--- src/hw/rtl/touch_tap_hold_classifier_core_defines.svh ---
// Assertion macros shared by the touch classifier RTL.
// Needs a clock named clk and an active-low reset named rst_n in the using scope.
`ifndef TOUCH_TAP_HOLD_CLASSIFIER_CORE_DEFINES_SVH
`define TOUCH_TAP_HOLD_CLASSIFIER_CORE_DEFINES_SVH
`ifndef SYNTHESIS
`define TTHC_ASSERT_ALWAYS(label, expr) \
    label: assert property (@(posedge clk) disable iff (!rst_n) (expr)) \
        else $error("tthc assertion failed");
`define TTHC_ASSERT_NEXT(label, ante, cons) \
    label: assert property (@(posedge clk) disable iff (!rst_n) (ante) |=> (cons)) \
        else $error("tthc assertion failed");
`else
`define TTHC_ASSERT_ALWAYS(label, expr)
`define TTHC_ASSERT_NEXT(label, ante, cons)
`endif
`endif

--- src/hw/rtl/tthc_pkg.sv ---
// Shared types and constants of the touch tap/hold classifier.
// No dependencies; used by the channel interfaces and the core.
`default_nettype none
package tthc_pkg;

    localparam int SAMPLE_BITS = 12;
    localparam int THR_BITS    = 12;
    localparam int MS_BITS     = 16;
    localparam int TIME_BITS   = 32;
    localparam int CFG_IDX_BITS  = 3;
    localparam int CFG_DATA_BITS = 16;

    localparam int MAX_RESULTS = 2;
    localparam int FIFO_DEPTH  = 4;
    localparam int PTR_BITS    = $clog2(FIFO_DEPTH);
    localparam int CNT_BITS    = $clog2(FIFO_DEPTH + 1);

    localparam logic [CFG_IDX_BITS-1:0] REG_TOUCH_THR   = CFG_IDX_BITS'(0);
    localparam logic [CFG_IDX_BITS-1:0] REG_RELEASE_THR = CFG_IDX_BITS'(1);
    localparam logic [CFG_IDX_BITS-1:0] REG_DEBOUNCE    = CFG_IDX_BITS'(2);
    localparam logic [CFG_IDX_BITS-1:0] REG_HOLD        = CFG_IDX_BITS'(3);

    localparam logic [THR_BITS-1:0] TOUCH_THR_RESET   = THR_BITS'(2000);
    localparam logic [THR_BITS-1:0] RELEASE_THR_RESET = THR_BITS'(1800);
    localparam logic [MS_BITS-1:0]  DEBOUNCE_RESET    = MS_BITS'(50);
    localparam logic [MS_BITS-1:0]  HOLD_RESET        = MS_BITS'(1000);

    typedef enum logic [1:0] {
        EV_START = 2'd0,
        EV_HOLD  = 2'd1,
        EV_TAP   = 2'd2,
        EV_END   = 2'd3
    } event_kind_t;

    typedef struct packed {
        event_kind_t            kind;
        logic [SAMPLE_BITS-1:0] pressure;
        logic [TIME_BITS-1:0]   duration;
        logic [TIME_BITS-1:0]   stamp;
        logic [TIME_BITS-1:0]   touches;
        logic [TIME_BITS-1:0]   holds;
        logic                   last;
    } result_t;

endpackage
`default_nettype wire

--- src/hw/rtl/tthc_sample_if.sv ---
// Input channel of the touch classifier: one converter sample and its time.
// Depends on tthc_pkg for field widths.
`default_nettype none
interface tthc_sample_if;
    logic                             valid;
    logic                             ready;
    logic [tthc_pkg::SAMPLE_BITS-1:0] raw_sample;
    logic [tthc_pkg::TIME_BITS-1:0]   now_ms;

    modport source (output valid, output raw_sample, output now_ms, input ready);
    modport sink (input valid, input raw_sample, input now_ms, output ready);
endinterface
`default_nettype wire

--- src/hw/rtl/tthc_event_if.sv ---
// Output channel of the touch classifier: one touch event per item.
// Depends on tthc_pkg for field widths.
`default_nettype none
interface tthc_event_if;
    logic                             valid;
    logic                             ready;
    logic [1:0]                       event_kind;
    logic [tthc_pkg::SAMPLE_BITS-1:0] pressure;
    logic [tthc_pkg::TIME_BITS-1:0]   press_duration;
    logic [tthc_pkg::TIME_BITS-1:0]   event_time;
    logic [tthc_pkg::TIME_BITS-1:0]   touch_count;
    logic [tthc_pkg::TIME_BITS-1:0]   hold_count;
    logic                             last_of_run;

    modport source (output valid, output event_kind, output pressure, output press_duration,
                    output event_time, output touch_count, output hold_count,
                    output last_of_run, input ready);
    modport sink (input valid, input event_kind, input pressure, input press_duration,
                  input event_time, input touch_count, input hold_count,
                  input last_of_run, output ready);
endinterface
`default_nettype wire

--- src/hw/rtl/touch_tap_hold_classifier_core.sv ---
// Touch tap/hold classifier: filter, hysteresis, debounce and event queue.
// An accepted sample's events are registered into the event queue.
// Throughput: one sample per cycle while two entries are free; a release queues
// two events, so the four-entry event queue and one pop per cycle set the rate.
// Reset: asynchronous, active low; registers return to defaults, queue empties.
// Depends on tthc_pkg, tthc_sample_if, tthc_event_if and the defines header.
`default_nettype none
`include "touch_tap_hold_classifier_core_defines.svh"
module touch_tap_hold_classifier_core (
    input  logic                                 clk,
    input  logic                                 rst_n,
    input  logic                                 cfg_write,
    input  logic [tthc_pkg::CFG_IDX_BITS-1:0]    cfg_index,
    input  logic [tthc_pkg::CFG_DATA_BITS-1:0]   cfg_data,
    tthc_sample_if.sink                          samples,
    tthc_event_if.source                         events
);

    logic [tthc_pkg::THR_BITS-1:0]    touch_thr_reg;
    logic [tthc_pkg::THR_BITS-1:0]    release_thr_reg;
    logic [tthc_pkg::MS_BITS-1:0]     debounce_reg;
    logic [tthc_pkg::MS_BITS-1:0]     hold_reg;

    logic [tthc_pkg::SAMPLE_BITS-1:0] filter_reg,  filter_next;
    logic                             seeded_reg,  seeded_next;
    logic                             touched_reg, touched_next;
    logic [tthc_pkg::TIME_BITS-1:0]   start_reg,   start_next;
    logic [tthc_pkg::TIME_BITS-1:0]   touches_reg, touches_next;
    logic [tthc_pkg::TIME_BITS-1:0]   holds_reg,   holds_next;

    tthc_pkg::result_t                fifo_mem [tthc_pkg::FIFO_DEPTH];
    logic [tthc_pkg::PTR_BITS-1:0]    wr_ptr_reg, wr_ptr_next;
    logic [tthc_pkg::PTR_BITS-1:0]    rd_ptr_reg, rd_ptr_next;
    logic [tthc_pkg::CNT_BITS-1:0]    count_reg,  count_next;

    logic                             accept;
    logic                             pop;
    logic [1:0]                       push_num;
    tthc_pkg::result_t                res0;
    tthc_pkg::result_t                res1;
    tthc_pkg::result_t                head;

    assign samples.ready = (count_reg <=
        tthc_pkg::CNT_BITS'(tthc_pkg::FIFO_DEPTH - tthc_pkg::MAX_RESULTS));
    assign accept = samples.valid && samples.ready;
    assign pop    = events.valid && events.ready;

    always_ff @(posedge clk or negedge rst_n)
    begin
        if (!rst_n)
        begin
            touch_thr_reg   <= tthc_pkg::TOUCH_THR_RESET;
            release_thr_reg <= tthc_pkg::RELEASE_THR_RESET;
            debounce_reg    <= tthc_pkg::DEBOUNCE_RESET;
            hold_reg        <= tthc_pkg::HOLD_RESET;
        end
        else if (cfg_write)
        begin
            unique case (cfg_index)
                tthc_pkg::REG_TOUCH_THR:   touch_thr_reg   <= cfg_data[tthc_pkg::THR_BITS-1:0];
                tthc_pkg::REG_RELEASE_THR: release_thr_reg <= cfg_data[tthc_pkg::THR_BITS-1:0];
                tthc_pkg::REG_DEBOUNCE:    debounce_reg    <= cfg_data[tthc_pkg::MS_BITS-1:0];
                tthc_pkg::REG_HOLD:        hold_reg        <= cfg_data[tthc_pkg::MS_BITS-1:0];
                default:
                begin
                end
            endcase
        end
    end

    always_comb
    begin
        logic [tthc_pkg::SAMPLE_BITS+2:0] mix;
        logic [tthc_pkg::SAMPLE_BITS-1:0] filt;
        logic [tthc_pkg::TIME_BITS-1:0]   since;
        logic                             level;

        mix   = {filter_reg, 3'b000} - {3'b000, filter_reg} + {3'b000, samples.raw_sample};
        filt  = mix[tthc_pkg::SAMPLE_BITS+2:3];
        level = touched_reg ? (filt > release_thr_reg) : (filt > touch_thr_reg);
        since = samples.now_ms - start_reg;

        filter_next  = filter_reg;
        seeded_next  = seeded_reg;
        touched_next = touched_reg;
        start_next   = start_reg;
        touches_next = touches_reg;
        holds_next   = holds_reg;
        push_num     = 2'd0;

        if (accept)
        begin
            seeded_next = 1'b1;
            if (!seeded_reg)
            begin
                filter_next = samples.raw_sample;
            end
            else
            begin
                filter_next = filt;
                if ((level != touched_reg) &&
                    (since > {{(tthc_pkg::TIME_BITS-tthc_pkg::MS_BITS){1'b0}}, debounce_reg}))
                begin
                    touched_next = level;
                    if (level)
                    begin
                        start_next   = samples.now_ms;
                        touches_next = touches_reg + 1'b1;
                        push_num     = 2'd1;
                    end
                    else
                    begin
                        if (since >= {{(tthc_pkg::TIME_BITS-tthc_pkg::MS_BITS){1'b0}}, hold_reg})
                        begin
                            holds_next = holds_reg + 1'b1;
                        end
                        push_num = 2'd2;
                    end
                end
            end
        end

        res0.pressure = filt;
        res0.stamp    = samples.now_ms;
        res0.touches  = touches_next;
        res0.holds    = holds_next;
        if (push_num == 2'd1)
        begin
            res0.kind     = tthc_pkg::EV_START;
            res0.duration = '0;
            res0.last     = 1'b1;
        end
        else
        begin
            res0.kind     = (holds_next != holds_reg) ? tthc_pkg::EV_HOLD : tthc_pkg::EV_TAP;
            res0.duration = since;
            res0.last     = 1'b0;
        end
        res1          = res0;
        res1.kind     = tthc_pkg::EV_END;
        res1.duration = since;
        res1.last     = 1'b1;
    end

    always_comb
    begin
        wr_ptr_next = wr_ptr_reg + tthc_pkg::PTR_BITS'(push_num);
        rd_ptr_next = rd_ptr_reg + tthc_pkg::PTR_BITS'(pop);
        count_next  = count_reg + tthc_pkg::CNT_BITS'(push_num) - tthc_pkg::CNT_BITS'(pop);
    end

    always_ff @(posedge clk or negedge rst_n)
    begin
        if (!rst_n)
        begin
            filter_reg  <= '0;
            seeded_reg  <= 1'b0;
            touched_reg <= 1'b0;
            start_reg   <= '0;
            touches_reg <= '0;
            holds_reg   <= '0;
            wr_ptr_reg  <= '0;
            rd_ptr_reg  <= '0;
            count_reg   <= '0;
        end
        else
        begin
            filter_reg  <= filter_next;
            seeded_reg  <= seeded_next;
            touched_reg <= touched_next;
            start_reg   <= start_next;
            touches_reg <= touches_next;
            holds_reg   <= holds_next;
            wr_ptr_reg  <= wr_ptr_next;
            rd_ptr_reg  <= rd_ptr_next;
            count_reg   <= count_next;
        end
    end

    always_ff @(posedge clk)
    begin
        if (push_num != 2'd0)
        begin
            fifo_mem[wr_ptr_reg] <= res0;
        end
        if (push_num == 2'd2)
        begin
            fifo_mem[wr_ptr_reg + 1'b1] <= res1;
        end
    end

    assign head                  = fifo_mem[rd_ptr_reg];
    assign events.valid          = (count_reg != '0);
    assign events.event_kind     = head.kind;
    assign events.pressure       = head.pressure;
    assign events.press_duration = head.duration;
    assign events.event_time     = head.stamp;
    assign events.touch_count    = head.touches;
    assign events.hold_count     = head.holds;
    assign events.last_of_run    = head.last;

    `TTHC_ASSERT_ALWAYS(a_count_bound,
        count_reg <= tthc_pkg::CNT_BITS'(tthc_pkg::FIFO_DEPTH))
    `TTHC_ASSERT_NEXT(a_release_pair,
        pop && !events.last_of_run,
        events.valid && (events.event_kind == tthc_pkg::EV_END))
    `TTHC_ASSERT_NEXT(a_start_sets_touch, push_num == 2'd1, touched_reg)
    `TTHC_ASSERT_NEXT(a_seed_once, accept && !seeded_reg, seeded_reg && (count_reg == $past(count_reg) - tthc_pkg::CNT_BITS'($past(pop))))

endmodule
`default_nettype wire
--- src/flat_wrapper.sv ---
// flat-port wrapper written by rule: the top's interface ports become plain ports
module touch_tap_hold_classifier_core_flat 
  (clk, rst_n, cfg_write, cfg_index, cfg_data, samples_valid, samples_raw_sample, samples_now_ms, samples_ready, events_valid, events_event_kind, events_pressure, events_press_duration, events_event_time, events_touch_count, events_hold_count, events_last_of_run, events_ready);
  tthc_sample_if samples_i ();
  tthc_event_if events_i ();
  input  logic clk;
  input  logic rst_n;
  input  logic cfg_write;
  input  logic [tthc_pkg::CFG_IDX_BITS-1:0] cfg_index;
  input  logic [tthc_pkg::CFG_DATA_BITS-1:0] cfg_data;
  input wire logic [$bits(samples_i.valid)-1:0] samples_valid;
  input wire logic [$bits(samples_i.raw_sample)-1:0] samples_raw_sample;
  input wire logic [$bits(samples_i.now_ms)-1:0] samples_now_ms;
  output wire logic [$bits(samples_i.ready)-1:0] samples_ready;
  output wire logic [$bits(events_i.valid)-1:0] events_valid;
  output wire logic [$bits(events_i.event_kind)-1:0] events_event_kind;
  output wire logic [$bits(events_i.pressure)-1:0] events_pressure;
  output wire logic [$bits(events_i.press_duration)-1:0] events_press_duration;
  output wire logic [$bits(events_i.event_time)-1:0] events_event_time;
  output wire logic [$bits(events_i.touch_count)-1:0] events_touch_count;
  output wire logic [$bits(events_i.hold_count)-1:0] events_hold_count;
  output wire logic [$bits(events_i.last_of_run)-1:0] events_last_of_run;
  input wire logic [$bits(events_i.ready)-1:0] events_ready;
  assign samples_i.valid = samples_valid;
  assign samples_i.raw_sample = samples_raw_sample;
  assign samples_i.now_ms = samples_now_ms;
  assign samples_ready = samples_i.ready;
  assign events_valid = events_i.valid;
  assign events_event_kind = events_i.event_kind;
  assign events_pressure = events_i.pressure;
  assign events_press_duration = events_i.press_duration;
  assign events_event_time = events_i.event_time;
  assign events_touch_count = events_i.touch_count;
  assign events_hold_count = events_i.hold_count;
  assign events_last_of_run = events_i.last_of_run;
  assign events_i.ready = events_ready;
  touch_tap_hold_classifier_core u_core (.clk(clk), .rst_n(rst_n), .cfg_write(cfg_write), .cfg_index(cfg_index), .cfg_data(cfg_data), .samples(samples_i), .events(events_i));
endmodule
--- config.mk ---
export PLATFORM = sky130hd
export DESIGN_NAME = touch_tap_hold_classifier_core_flat
export DESIGN_NICKNAME = d
export VERILOG_FILES = /design/src/hw/rtl/tthc_pkg.sv /design/src/hw/rtl/tthc_sample_if.sv /design/src/hw/rtl/tthc_event_if.sv /design/src/hw/rtl/touch_tap_hold_classifier_core.sv /design/src/flat_wrapper.sv
export VERILOG_INCLUDE_DIRS = /design/src /design/src/hw/rtl
export SDC_FILE = /design/constraint.sdc
export NUM_CORES = 1
export LEC_CHECK = 0
export BUFFER_PORTS_ARGS = -buffer_cell sky130_fd_sc_hd__buf_2
export CAP_MARGIN = 20
export CORE_ASPECT_RATIO = 1.75
export CORE_UTILIZATION = 50
export CTS_CLUSTER_SIZE = 30
export DETAILED_ROUTE_END_ITERATION = 10
export GPL_TIMING_DRIVEN = 0
export PLACE_DENSITY_LB_ADDON = 0.15
export SLEW_MARGIN = 20
export SYNTH_ARGS = -nofsm -noshare
export SYNTH_HDL_FRONTEND = slang
export SYNTH_SLANG_ARGS = --single-unit
--- constraint.sdc ---
create_clock -name clk -period 27.4 [get_ports clk]
set_input_delay 1.37 -clock clk [delete_from_list [all_inputs] [get_ports clk]]
set_output_delay 1.37 -clock clk [all_outputs]
set_load 0.01 [all_outputs]
==> results of run 1 <==
layout by cell type (no fill, tap or decap), types with 29 or more instances in the layout:
master,netlist,routed
a21oi_1,66,66
and2_1,101,101
and3_1,53,53
buf_2,43,253
clkbuf_1,70,87
clkbuf_16,0,73
dfrtp_1,154,154
edfxtp_1,560,560
ha_1,108,108
inv_1,229,229
mux4_2,143,143
nand2_1,145,145
nand4_1,34,34
nor2_1,494,494
nor3_1,31,31
o21ai_0,110,110
xnor2_2,40,40
xor2_1,29,29
per-stage QoR:
| stage | total power, mW | util |
|---|---|---|
| global route | 5.52 | 0.574 |
| global placement | 4.18 | 0.536 |
| finish | 5.21 | 0.575 |
| CTS | 5.25 | 0.574 |
| floorplan | 3.27 | - |
| detailed placement | 4.24 | 0.541 |
power breakdown:
group          internal, mW  switching, mW
Combinational         0.902           1.66
Sequential             1.56         0.0766
Clock                 0.577          0.433
Total                  3.04           2.17
cell families after synthesis:
logic type / synth area share
XOR/XNOR: 0.0322
adder cells (fa/ha/maj): 0.0441
multiplexers: 0.0990
AND/OR/NAND/NOR: 0.131
buffers and inverters: 0.0429
flip-flops: 0.600
AO/OA/AOI/OAI: 0.0508
worst reg2reg max path, cell delays in order, from the launching register on:
cell and delay, ps:
dfrtp_1 370, inv_1 140, fa_1 450, ha_1 280
inv_1 50, o21bai_1 290, a21oi_1 180, o21ai_0 390
o211ai_1 210, a21oi_1 190, or2_2 160, a21oi_1 80
xnor2_1 520, inv_1 200, ha_1 350, nand4_1 180
or3_1 410, a21oi_1 460, o21bai_1 510, nand2b_1 210
buf_2 270, nor2_2 490, buf_4 370, buf_2 320
ha_1 220, fa_1 390
area by class of cell:
class / count / share of cell area
well taps: 917 / 0.0282
inverters: 235 / 0.0219
clock buffers: 99 / 0.0491
flip-flops and latches: 745 / 0.527
diodes: 6 / 0.000370
plain buffers: 144 / 0.0164
clock inverters: 30 / 0.00859
repair buffers: 226 / 0.0347
multi-input cells: 1671 / 0.314
how the worst max path moves through the flow:
stage                                        end  slack, ps  depth (start not counted)
final                        u_core.count_reg[1]      19190                         25
after global routing         u_core.count_reg[1]      18710                         25
after CTS                    u_core.count_reg[1]      19170                         25
after detailed placement     u_core.count_reg[1]      18520                         25
after global placement    u_core.fifo_mem[2][95]      12500                         23
after floorplan           u_core.fifo_mem[0][88]      17480                         23
metal layers:
metal | wire length [um] | global-route usage | vias up
li1 | - | - | 10552
met1 | 33500 | 0.298 | 11651
met2 | 51700 | 0.497 | 738
met3 | 5180 | 0.0400 | 207
met4 | 4930 | 0.140 | 2
met5 | 14 | 0 | -
==> run summary, run 1 <==
Rows: 129
Reg2Reg Depth: 25
WP data required: 27,900 ps
Inserted Clock Buffers: 70
Final Setup Violations: 0
Max-slew violations: 0
Placed instance area: 38,300 um^2
Post-synth EDFFs: 560
Die height: 355 um
Initial antenna violation count: 9
WHS Endpoint: u_core.fifo_mem[1][142]
Ys async rst share: 0.232
Peak supply drop: 0.0000756 V
PortBufs: 212
Layout Cells excl Fill: 4,073
Fillcell total: 5,845
Largest Register: u_core.fifo_mem
Synth area leaders: edfxtp_1 (47%), dfrtp_1 (11%), mux4_2 (9.0%), nor2_1 (5.2%), ha_1 (3.8%)
Core ar.: 70,700 um^2
RR Endpoint: u_core.count_reg[1]
Die W: 204 um
Post-CTS setup buffers: 0
Vias: 23,150
Hold_ws: 461 ps
Largest net degree at the start of global routing: 71
FF-to-FF Start: u_core.filter_reg[3]
Critical path start-end classification: in -> reg
Critical Path Start Type: input port
Worst reg-to-reg setup slack: 19,580 ps
Max-cap check violation count: 0
Static Leakage: 15.8 nW
Fin crit share: 0.300
Tot GR Track Use: 0.270
Clock Sinks: 745
Grt ovf: 0
Kind of cell adding the most delay to the critical path: compound AO/OA/AOI/OAI gates
Sum Neg Setup Slack: 0 ps
Vias per cell: 5.68
Register area share after synthesis: 0.600
Max FFs per register: 572
Final-stage net count: 3,280
Status: completed
Avg Synthesized Cell Area: 12.8 um^2
Worst-skew pair later-pin latency: 640 ps
Most common cell in the synthesized netlist: edfxtp_1
Critical path launch point: samples_raw_sample[3]
Top cells by count, synth: edfxtp_1 (560), nor2_1 (494), inv_1 (229), dfrtp_1 (154), nand2_1 (145)
Crit-path slowest cell: xnor2_1
Area of the multi-input gates: 12,700 um^2
DRT Pass-1 Iters: 5
Routability-driven placement congestion ratio: 0.919
Synth Cell Area: 35,700 um^2
Yosys cell types: 84
Power per cell area: 128 nW/um^2
CTS Root Cell: clkbuf_16
Final Hold Viols: 0
1st-iter DRT viols: 1,451
Final Instance Area: 40,600 um^2
Main flop type after synthesis: edfxtp_1
Clock-pin slew on the worst setup and hold paths: 60 ps
Crit path max fanout: 11
Data arrival, critical path: 8720 ps
CP bufs+invs: 6
Die area: 72,400 um^2
Detailed Route WL: 95.4 mm
Worst setup EP type: flip-flop
Final routed DRC violation total: 0
Final min period: 8210 ps
Synth Instances: 2,795
CTS H-tree lvls: 3
Number of cells on the worst hold path: 2
Starting Density: 0.504
Clock buffer depth: 3
Max incr delay on CP: 520 ps
RSZ-0062 raised after global routing: false
Placed instance count: 3,938
Storage cell area: 21,400 um^2
Global-route wire length before repair: 144 mm
Post-CTS Resized: 0
Yosys top cell by area: edfxtp_1
Number of global-route vias before repair: 24,285
Net Count, Synth: 2,982
FF+latch count, synth: 745
F_max: 122 MHz
Setup WS pre-CTS: 18,520 ps
Synth warnings: 0
Post-DR wirelength/cell: 23.4 um
Synth-to-Final Area Change: 13.9%
Hold crit path type: reg -> reg
Worst clock skew: 25.8 ps
Detail Route Antenna Nets: 0
Cts hold-fix bufs: 0
Share of the synthesized area in the top cell type: 0.472
Layout cell share with drive strength beyond 1: 0.204
Hold_sp: u_core.fifo_mem[1][142]
Fin worst setup slack: 19,190 ps
Dpl hpwl: 69.6 mm
I/O pin count: 213
Most used cell, CP: a21oi_1
Worst slew pin tran: 1050 ps
TritonCTS clock tree: built
Max_slew headroom: 0.299
Power figures use the tool's default switching activity.
==> inputs of run 2 (changes only) <==
- clock period: 27.4 -> 8.3 ns (I/O delays scaled with it)
==> run summary, run 2 (synthesized netlist as in run 1, its figures left out) <==
Power per cell area: 421 nW/um^2 (+230%)
CTS H-tree lvls: 3 (unchanged)
Initial antenna violation count: 10 (+1)
Max incr delay on CP: 600 ps (+80 ps)
Final min period: 7750 ps
Setup WS pre-CTS: 372 ps (-18,140 ps)
Vias per cell: 5.66 (-0.42%)
Placed instance area: 38,100 um^2 (-0.28%)
Layout Cells excl Fill: 4,066 (-0.17%)
Static Leakage: 15.8 nW (-0.28%)
Global Route met2 Usage: 0.500 (+0.00238)
Clock Sinks: 745 (unchanged)
Worst clock skew: 26.3 ps (+0.448 ps)
Crit-path slowest cell: xnor2_1
WP data required: 8800 ps (-19,100 ps)
I/O pin count: 213 (unchanged)
Worst setup EP type: flip-flop
Status: completed
Clock-pin slew on the worst setup and hold paths: 70 ps (about the same)
Met1 usage: 0.293 (-0.00454)
Placed instance count: 3,932 (-0.15%)
Number of cells on the worst hold path: 3 (+1)
Reg2Reg Depth: 25 (unchanged)
Detail Route Antenna Nets: 0 (unchanged)
TritonCTS clock tree: built
WHS Endpoint: u_core.debounce_reg[13]
Hold_sp: cfg_data[13]
Dpl hpwl: 68.2 mm (-2.0%)
Core ar.: 70,700 um^2 (unchanged)
FF-to-FF Start: u_core.filter_reg[3]
Detailed Route WL: 94.6 mm (-0.84%)
Fin worst setup slack: 554 ps (-18,630 ps)
Final-stage net count: 3,275 (-0.15%)
Fin crit share: 0.933
Fillcell total: 5,881 (+0.62%)
Worst-skew pair later-pin latency: 640 ps (about the same)
Commonest non-fill, non-tap cell in the layout: edfxtp_1
Critical Path Start Type: flip-flop
Post-DR wirelength/cell: 23.3 um (-0.67%)
Largest Register: u_core.fifo_mem
Final Total Pwr: 17.0 mW (+230%)
Most used cell, CP: a21oi_1
Vias: 23,013 (-0.59%)
Final Setup Violations: 0 (unchanged)
Tot GR Track Use: 0.267 (-0.00327)
Worst slew pin tran: 1070 ps (+16.5 ps)
Inserted Clock Buffers: 69 (-1.4%)
PortBufs: 212 (unchanged)
RSZ-0062 raised after global routing: false
Starting Density: 0.504 (unchanged)
Peak supply drop: 0.000298 V (+290%)
F_max: 129 MHz
Met3 Use GR: 0.0397 (-0.000366)
Global-route wire length before repair: 143 mm (-1.3%)
Hold crit path type: in -> reg
Final Hold Viols: 0 (unchanged)
Layout cell share with drive strength beyond 1: 0.204 (-0.000247)
DRT Pass-1 Iters: 7 (+2)
Rows: 129 (unchanged)
CTS Root Cell: clkbuf_16
Largest net degree at the start of global routing: 89 (+25%)
Commonest non-fill, non-tap cells in the layout: edfxtp_1 (560), nor2_1 (494), buf_2 (253)
Max-cap check violation count: 0 (unchanged)
Die W: 204 um (unchanged)
Most used routing layer: met2
Die area: 72,400 um^2 (unchanged)
Final routed DRC violation total: 0 (unchanged)
Post-Route Utilization: 0.573 (-0.00181)
Data arrival, critical path: 8250 ps (-470 ps)
Crit path max fanout: 11 (unchanged)
Kind of cell adding the most delay to the critical path: compound AO/OA/AOI/OAI gates
Number of global-route vias before repair: 24,073 (-0.87%)
1st-iter DRT viols: 1,503 (+3.6%)
Post-CTS setup buffers: 0 (unchanged)
Max-slew violations: 0 (unchanged)
Routability-driven placement congestion ratio: 0.908 (-1.1%)
Clock buffer depth: 3 (unchanged)
Worst reg-to-reg setup slack: 550 ps (-19,030 ps)
Synth-to-Final Area Change: 13.5%
Max_slew headroom: 0.288 (-0.0110)
CP bufs+invs: 6 (unchanged)
Grt ovf: 0 (unchanged)
RR Endpoint: u_core.count_reg[1]
Max FFs per register: 572 (unchanged)
Final Instance Area: 40,500 um^2 (-0.31%)
Die height: 355 um (unchanged)
Critical path start-end classification: reg -> reg
## run 2: area by class of cell
| cell class | instances | area (um^2) | area share |
|---|---|---|---|
| multi-input cells | 1671 | 12700 | 0.314 |
| clock buffers | 92 | 1930 | 0.0476 |
| diodes | 5 | 12.5 | 0.000309 |
| clock inverters | 35 | 385 | 0.00952 |
| inverters | 235 | 890 | 0.0220 |
| flip-flops and latches | 745 | 21400 | 0.529 |
| plain buffers | 144 | 677 | 0.0167 |
| well taps | 917 | 1150 | 0.0283 |
| repair buffers | 222 | 1310 | 0.0324 |
## run 2: how the worst max path moves through the flow
stage,depth (start not counted),from,endpoint
floorplan,23,samples_raw_sample[3],u_core.fifo_mem[3][100]
global placement,23,samples_raw_sample[3],u_core.fifo_mem[0][94]
detailed placement,25,samples_raw_sample[3],u_core.count_reg[1]
CTS,25,u_core.filter_reg[3],u_core.count_reg[1]
global route,25,u_core.filter_reg[3],u_core.count_reg[1]
finish,25,u_core.filter_reg[3],u_core.count_reg[1]
## run 2: metrics by stage
step	hold WS, ps	TNS (ps)
2_1_floorplan	119	0
3_3_place_gp	438	-970150
3_5_place_dp	440	0
4_1_cts	7.40	0
5_1_grt	46.7	0
6_report	28.4	0
## run 2: where the power goes
part	total, mW	internal [mW]	leakage (nW)	switching [mW]
registers	5.40	5.15	7.52	0.260
logic	8.35	2.95	7.16	5.41
clock network	3.28	1.87	1.13	1.42
## run 2: what timing repair did
item / CTS / global route
hold endpoints to repair: 69 / 0
hold buffers: 2 / 0
resized for setup: 0 / 0
## run 2: layer usage
metal / part of all wire / routed length, um
met1: 0.36 / 33600
met2: 0.55 / 52300
met3: 0.049 / 4650
met4: 0.042 / 3960
met5: 0.00079 / 75
## run 2: worst reg2reg max path: stages (launching register included)
cell	delay (ps)
dfrtp_1	380
inv_1	120
fa_1	440
ha_1	290
inv_1	50
o21bai_1	220
a21oi_1	150
o21ai_0	430
o211ai_1	200
a21oi_1	160
or2_2	140
a21oi_1	70
xnor2_1	600
inv_1	180
ha_1	350
nand4_1	170
or3_1	400
a21oi_1	480
o21bai_1	520
nand2b_1	210
buf_2	260
nor2_2	460
buf_4	380
buf_2	330
ha_1	240
fa_1	410
==> inputs of run 3 (changes only) <==
- ABC_AREA: default -> 1
==> run summary, run 3 <==
Most common cell in the synthesized netlist: nor2_1
WHS Endpoint: u_core.start_reg[23]
Register area share after synthesis: 0.567 (-0.0336)
I/O pin count: 213 (unchanged)
Largest Register: u_core.fifo_mem
Max-cap check violation count: 0 (unchanged)
Ys async rst share: 0.232 (unchanged)
Largest net degree at the start of global routing: 81 (-9.0%)
Routability-driven placement congestion ratio: 1.00 (+10%)
RSZ-0062 raised after global routing: false
1st-iter DRT viols: 2,141 (+42%)
Worst reg-to-reg setup slack: 610 ps (+50 ps)
Worst-skew pair later-pin latency: 660 ps (+20 ps)
Max FFs per register: 572 (unchanged)
Setup WS pre-CTS: 601 ps (+229 ps)
Cts hold-fix bufs: 3 (+1)
Sequential power share: 0.282 (-0.035)
Global-route wire length before repair: 178 mm (+25%)
Number of cells on the worst hold path: 3 (unchanged)
Clock-pin slew on the worst setup and hold paths: 70 ps (about the same)
Final Setup Violations: 0 (unchanged)
DRT Pass-1 Iters: 6 (-1)
Vias per cell: 5.61 (-0.84%)
Final routed DRC violation total: 0 (unchanged)
Final Hold Viols: 0 (unchanged)
Die height: 366 um (+2.9%)
Logic pwr share: 0.547 (+0.057)
Avg Synthesized Cell Area: 9.06 um^2 (-29%)
CTS Root Cell: clkbuf_16
Top cells by count, synth: nor2_1 (797), nand2_1 (686), edfxtp_1 (560), inv_1 (473), o21ai_0 (417)
Die area: 76,700 um^2 (+5.9%)
Starting Density: 0.505 (about the same)
Hold_ws: 33.7 ps (+5.28 ps)
Post-CTS Resized: 0 (unchanged)
Max_slew headroom: 0.213 (-0.0759)
CTS H-tree lvls: 3 (unchanged)
RR Endpoint: u_core.count_reg[2]
Detailed Route WL: 121 mm (+27%)
CP bufs+invs: 6 (unchanged)
Clock Sinks: 745 (unchanged)
Post-synth EDFFs: 560 (unchanged)
Rows: 133 (+3.1%)
WP data required: 8850 ps (+50 ps)
F_max: 130 MHz (+0.70%)
Worst clock skew: 28.9 ps (+2.57 ps)
Sw Ratio: 0.491 (+0.0749)
Static Leakage: 18.0 nW (+14%)
Max incr delay on CP: 730 ps (+130 ps)
Synth area leaders: edfxtp_1 (45%), dfrtp_1 (10%), nor2_1 (7.9%), nand2_1 (6.8%), o21ai_0 (5.5%)
Fin worst setup slack: 607 ps (+53.9 ps)
Hold crit path type: in -> reg
Max-slew violations: 0 (unchanged)
Status: completed
Die W: 210 um (+2.9%)
Core ar.: 74,900 um^2 (+5.9%)
Share of the synthesized area in the top cell type: 0.445 (-0.0264)
Vias: 30,665 (+33%)
Number of global-route vias before repair: 30,229 (+26%)
Yosys top cell by area: edfxtp_1
Initial antenna violation count: 3 (-7)
Main flop type after synthesis: edfxtp_1
Crit path max fanout: 12 (+1)
Peak supply drop: 0.000326 V (+9.6%)
Detail Route Antenna Nets: 0 (unchanged)
PortBufs: 212 (unchanged)
Grt ovf: 0 (unchanged)
Clk network pwr share: 0.171 (-0.022)
Hold_sp: samples_now_ms[23]
Worst setup EP type: flip-flop
Post-Route Utilization: 0.569 (-0.00357)
Post-DR wirelength/cell: 22.1 um (-5.2%)
Sw power: 9.38 mW (+32%)
Post-CTS setup buffers: 0 (unchanged)
TritonCTS clock tree: built
Synth warnings: 0 (unchanged)
Synth-to-Final Area Change: 12.8%
Critical Path Start Type: flip-flop
Layout cell share with drive strength beyond 1: 0.105 (-0.0986)
FF+latch count, synth: 745 (unchanged)
FF-to-FF Start: u_core.filter_reg[2]
Data arrival, critical path: 8240 ps (about the same)
Kind of cell adding the most delay to the critical path: simple AND/OR/NAND/NOR gates
Fin crit share: 0.927 (-0.00649)
Power per cell area: 449 nW/um^2 (+6.6%)
Inserted Clock Buffers: 70 (+1.4%)
Worst slew pin tran: 1180 ps (+110 ps)
Yosys cell types: 52 (-38%)
Tot GR Track Use: 0.316 (+0.0489)
Sum Neg Setup Slack: 0 ps (unchanged)
Most used cell, CP: nand2_1
Clock buffer depth: 3 (unchanged)
Dpl hpwl: 87.1 mm (+28%)
Commonest non-fill, non-tap cells in the layout: nor2_1 (797), nand2_1 (686), edfxtp_1 (560)
Net Count, Synth: 4,358 (+46%)
Commonest non-fill, non-tap cell in the layout: nor2_1
Final min period: 7690 ps (-53.9 ps)
Synth Instances: 4,171 (+49%)
Synth Cell Area: 37,800 um^2 (+5.9%)
Internal: 9.74 mW (-2.2%)
Reg2Reg Depth: 36 (+44%)
Final-stage net count: 4,653 (+42%)
Final Total Pwr: 19.1 mW (+12%)
Crit-path slowest cell: clkbuf_1
Critical path start-end classification: reg -> reg
## run 3: cell count changes in the layout (fill, tap and decap cells not counted), sizes merged, moves of 52 or more
cell	delta
clkbuf	+61
nor2	+310
o21ai	+307
and2	-90
nand3	+83
nand2	+550
xnor2	-54
a21oi	+156
and3	-52
o22ai	+142
inv	+262
mux4	-143
## run 3: layout make-up
| type | count | area [um^2] |
|---|---|---|
| clock inverters | 30 | 302 |
| clock buffers | 94 | 1980 |
| diodes | 1 | 2.50 |
| well taps | 945 | 1180 |
| repair buffers | 223 | 1310 |
| flip-flops and latches | 745 | 21400 |
| plain buffers | 200 | 985 |
| fillers | 6830 | 32300 |
| multi-input cells | 2728 | 13600 |
| inverters | 498 | 1870 |
## run 3: worst max path at each step
stage,slack [ps],cells past startpoint,end,from
2_1_floorplan,1690,35,u_core.fifo_mem[1][130],samples_raw_sample[2]
3_3_place_gp,-1570,36,u_core.fifo_mem[3][46],samples_raw_sample[2]
3_5_place_dp,600,36,u_core.count_reg[2],samples_raw_sample[2]
4_1_cts,730,36,u_core.count_reg[2],u_core.filter_reg[2]
5_1_grt,210,36,u_core.count_reg[2],u_core.filter_reg[2]
6_report,610,36,u_core.count_reg[2],u_core.filter_reg[2]
## run 3: power groups by stage
stage | Clock [mW] | Combinational, mW | Sequential [mW]
2_1_floorplan | 0 | 6.05 | 5.46
3_3_place_gp | 0 | 10.2 | 5.58
3_5_place_dp | 0 | 10.4 | 5.45
4_1_cts | 3.30 | 10.4 | 5.38
5_1_grt | 3.42 | 11.4 | 5.45
6_report | 3.28 | 10.5 | 5.39
## run 3: metrics by stage
stage	cells	instance area [um^2]
global route	5463	42600
global placement	5328	40000
CTS	5463	42600
detailed placement	5336	40300
floorplan	4171	37800
finish	5464	42600
## run 3: kinds of logic (layout without fill, tap and decap cells)
kind of cell / count (synthesis) / after routing / share of synthesized area
adders and majority gates: 119 / 119 / 0.0416
AOI/OAI and AO/OA: 824 / 824 / 0.116
xor gates and xnor gates: 64 / 64 / 0.0154
DFF: 745 / 745 / 0.567
other: 0 / 1 / 0
and+or+nand+nor: 1721 / 1721 / 0.185
buffers and inverters: 698 / 1045 / 0.0755
## run 3: metal layers
| layer | global-route usage | up-vias | wire length (um) |
|---|---|---|---|
| li1 | - | 14463 | - |
| met3 | 0.0423 | 322 | 7550 |
| met5 | 0 | - | 11 |
| met1 | 0.348 | 14615 | 43000 |
| met4 | 0.227 | 2 | 9140 |
| met2 | 0.559 | 1263 | 60800 |
## run 3: tightest hold or removal path: stages
cell and delay [ps]:
buf_2 120, nand2_1 50, o21ai_0 60
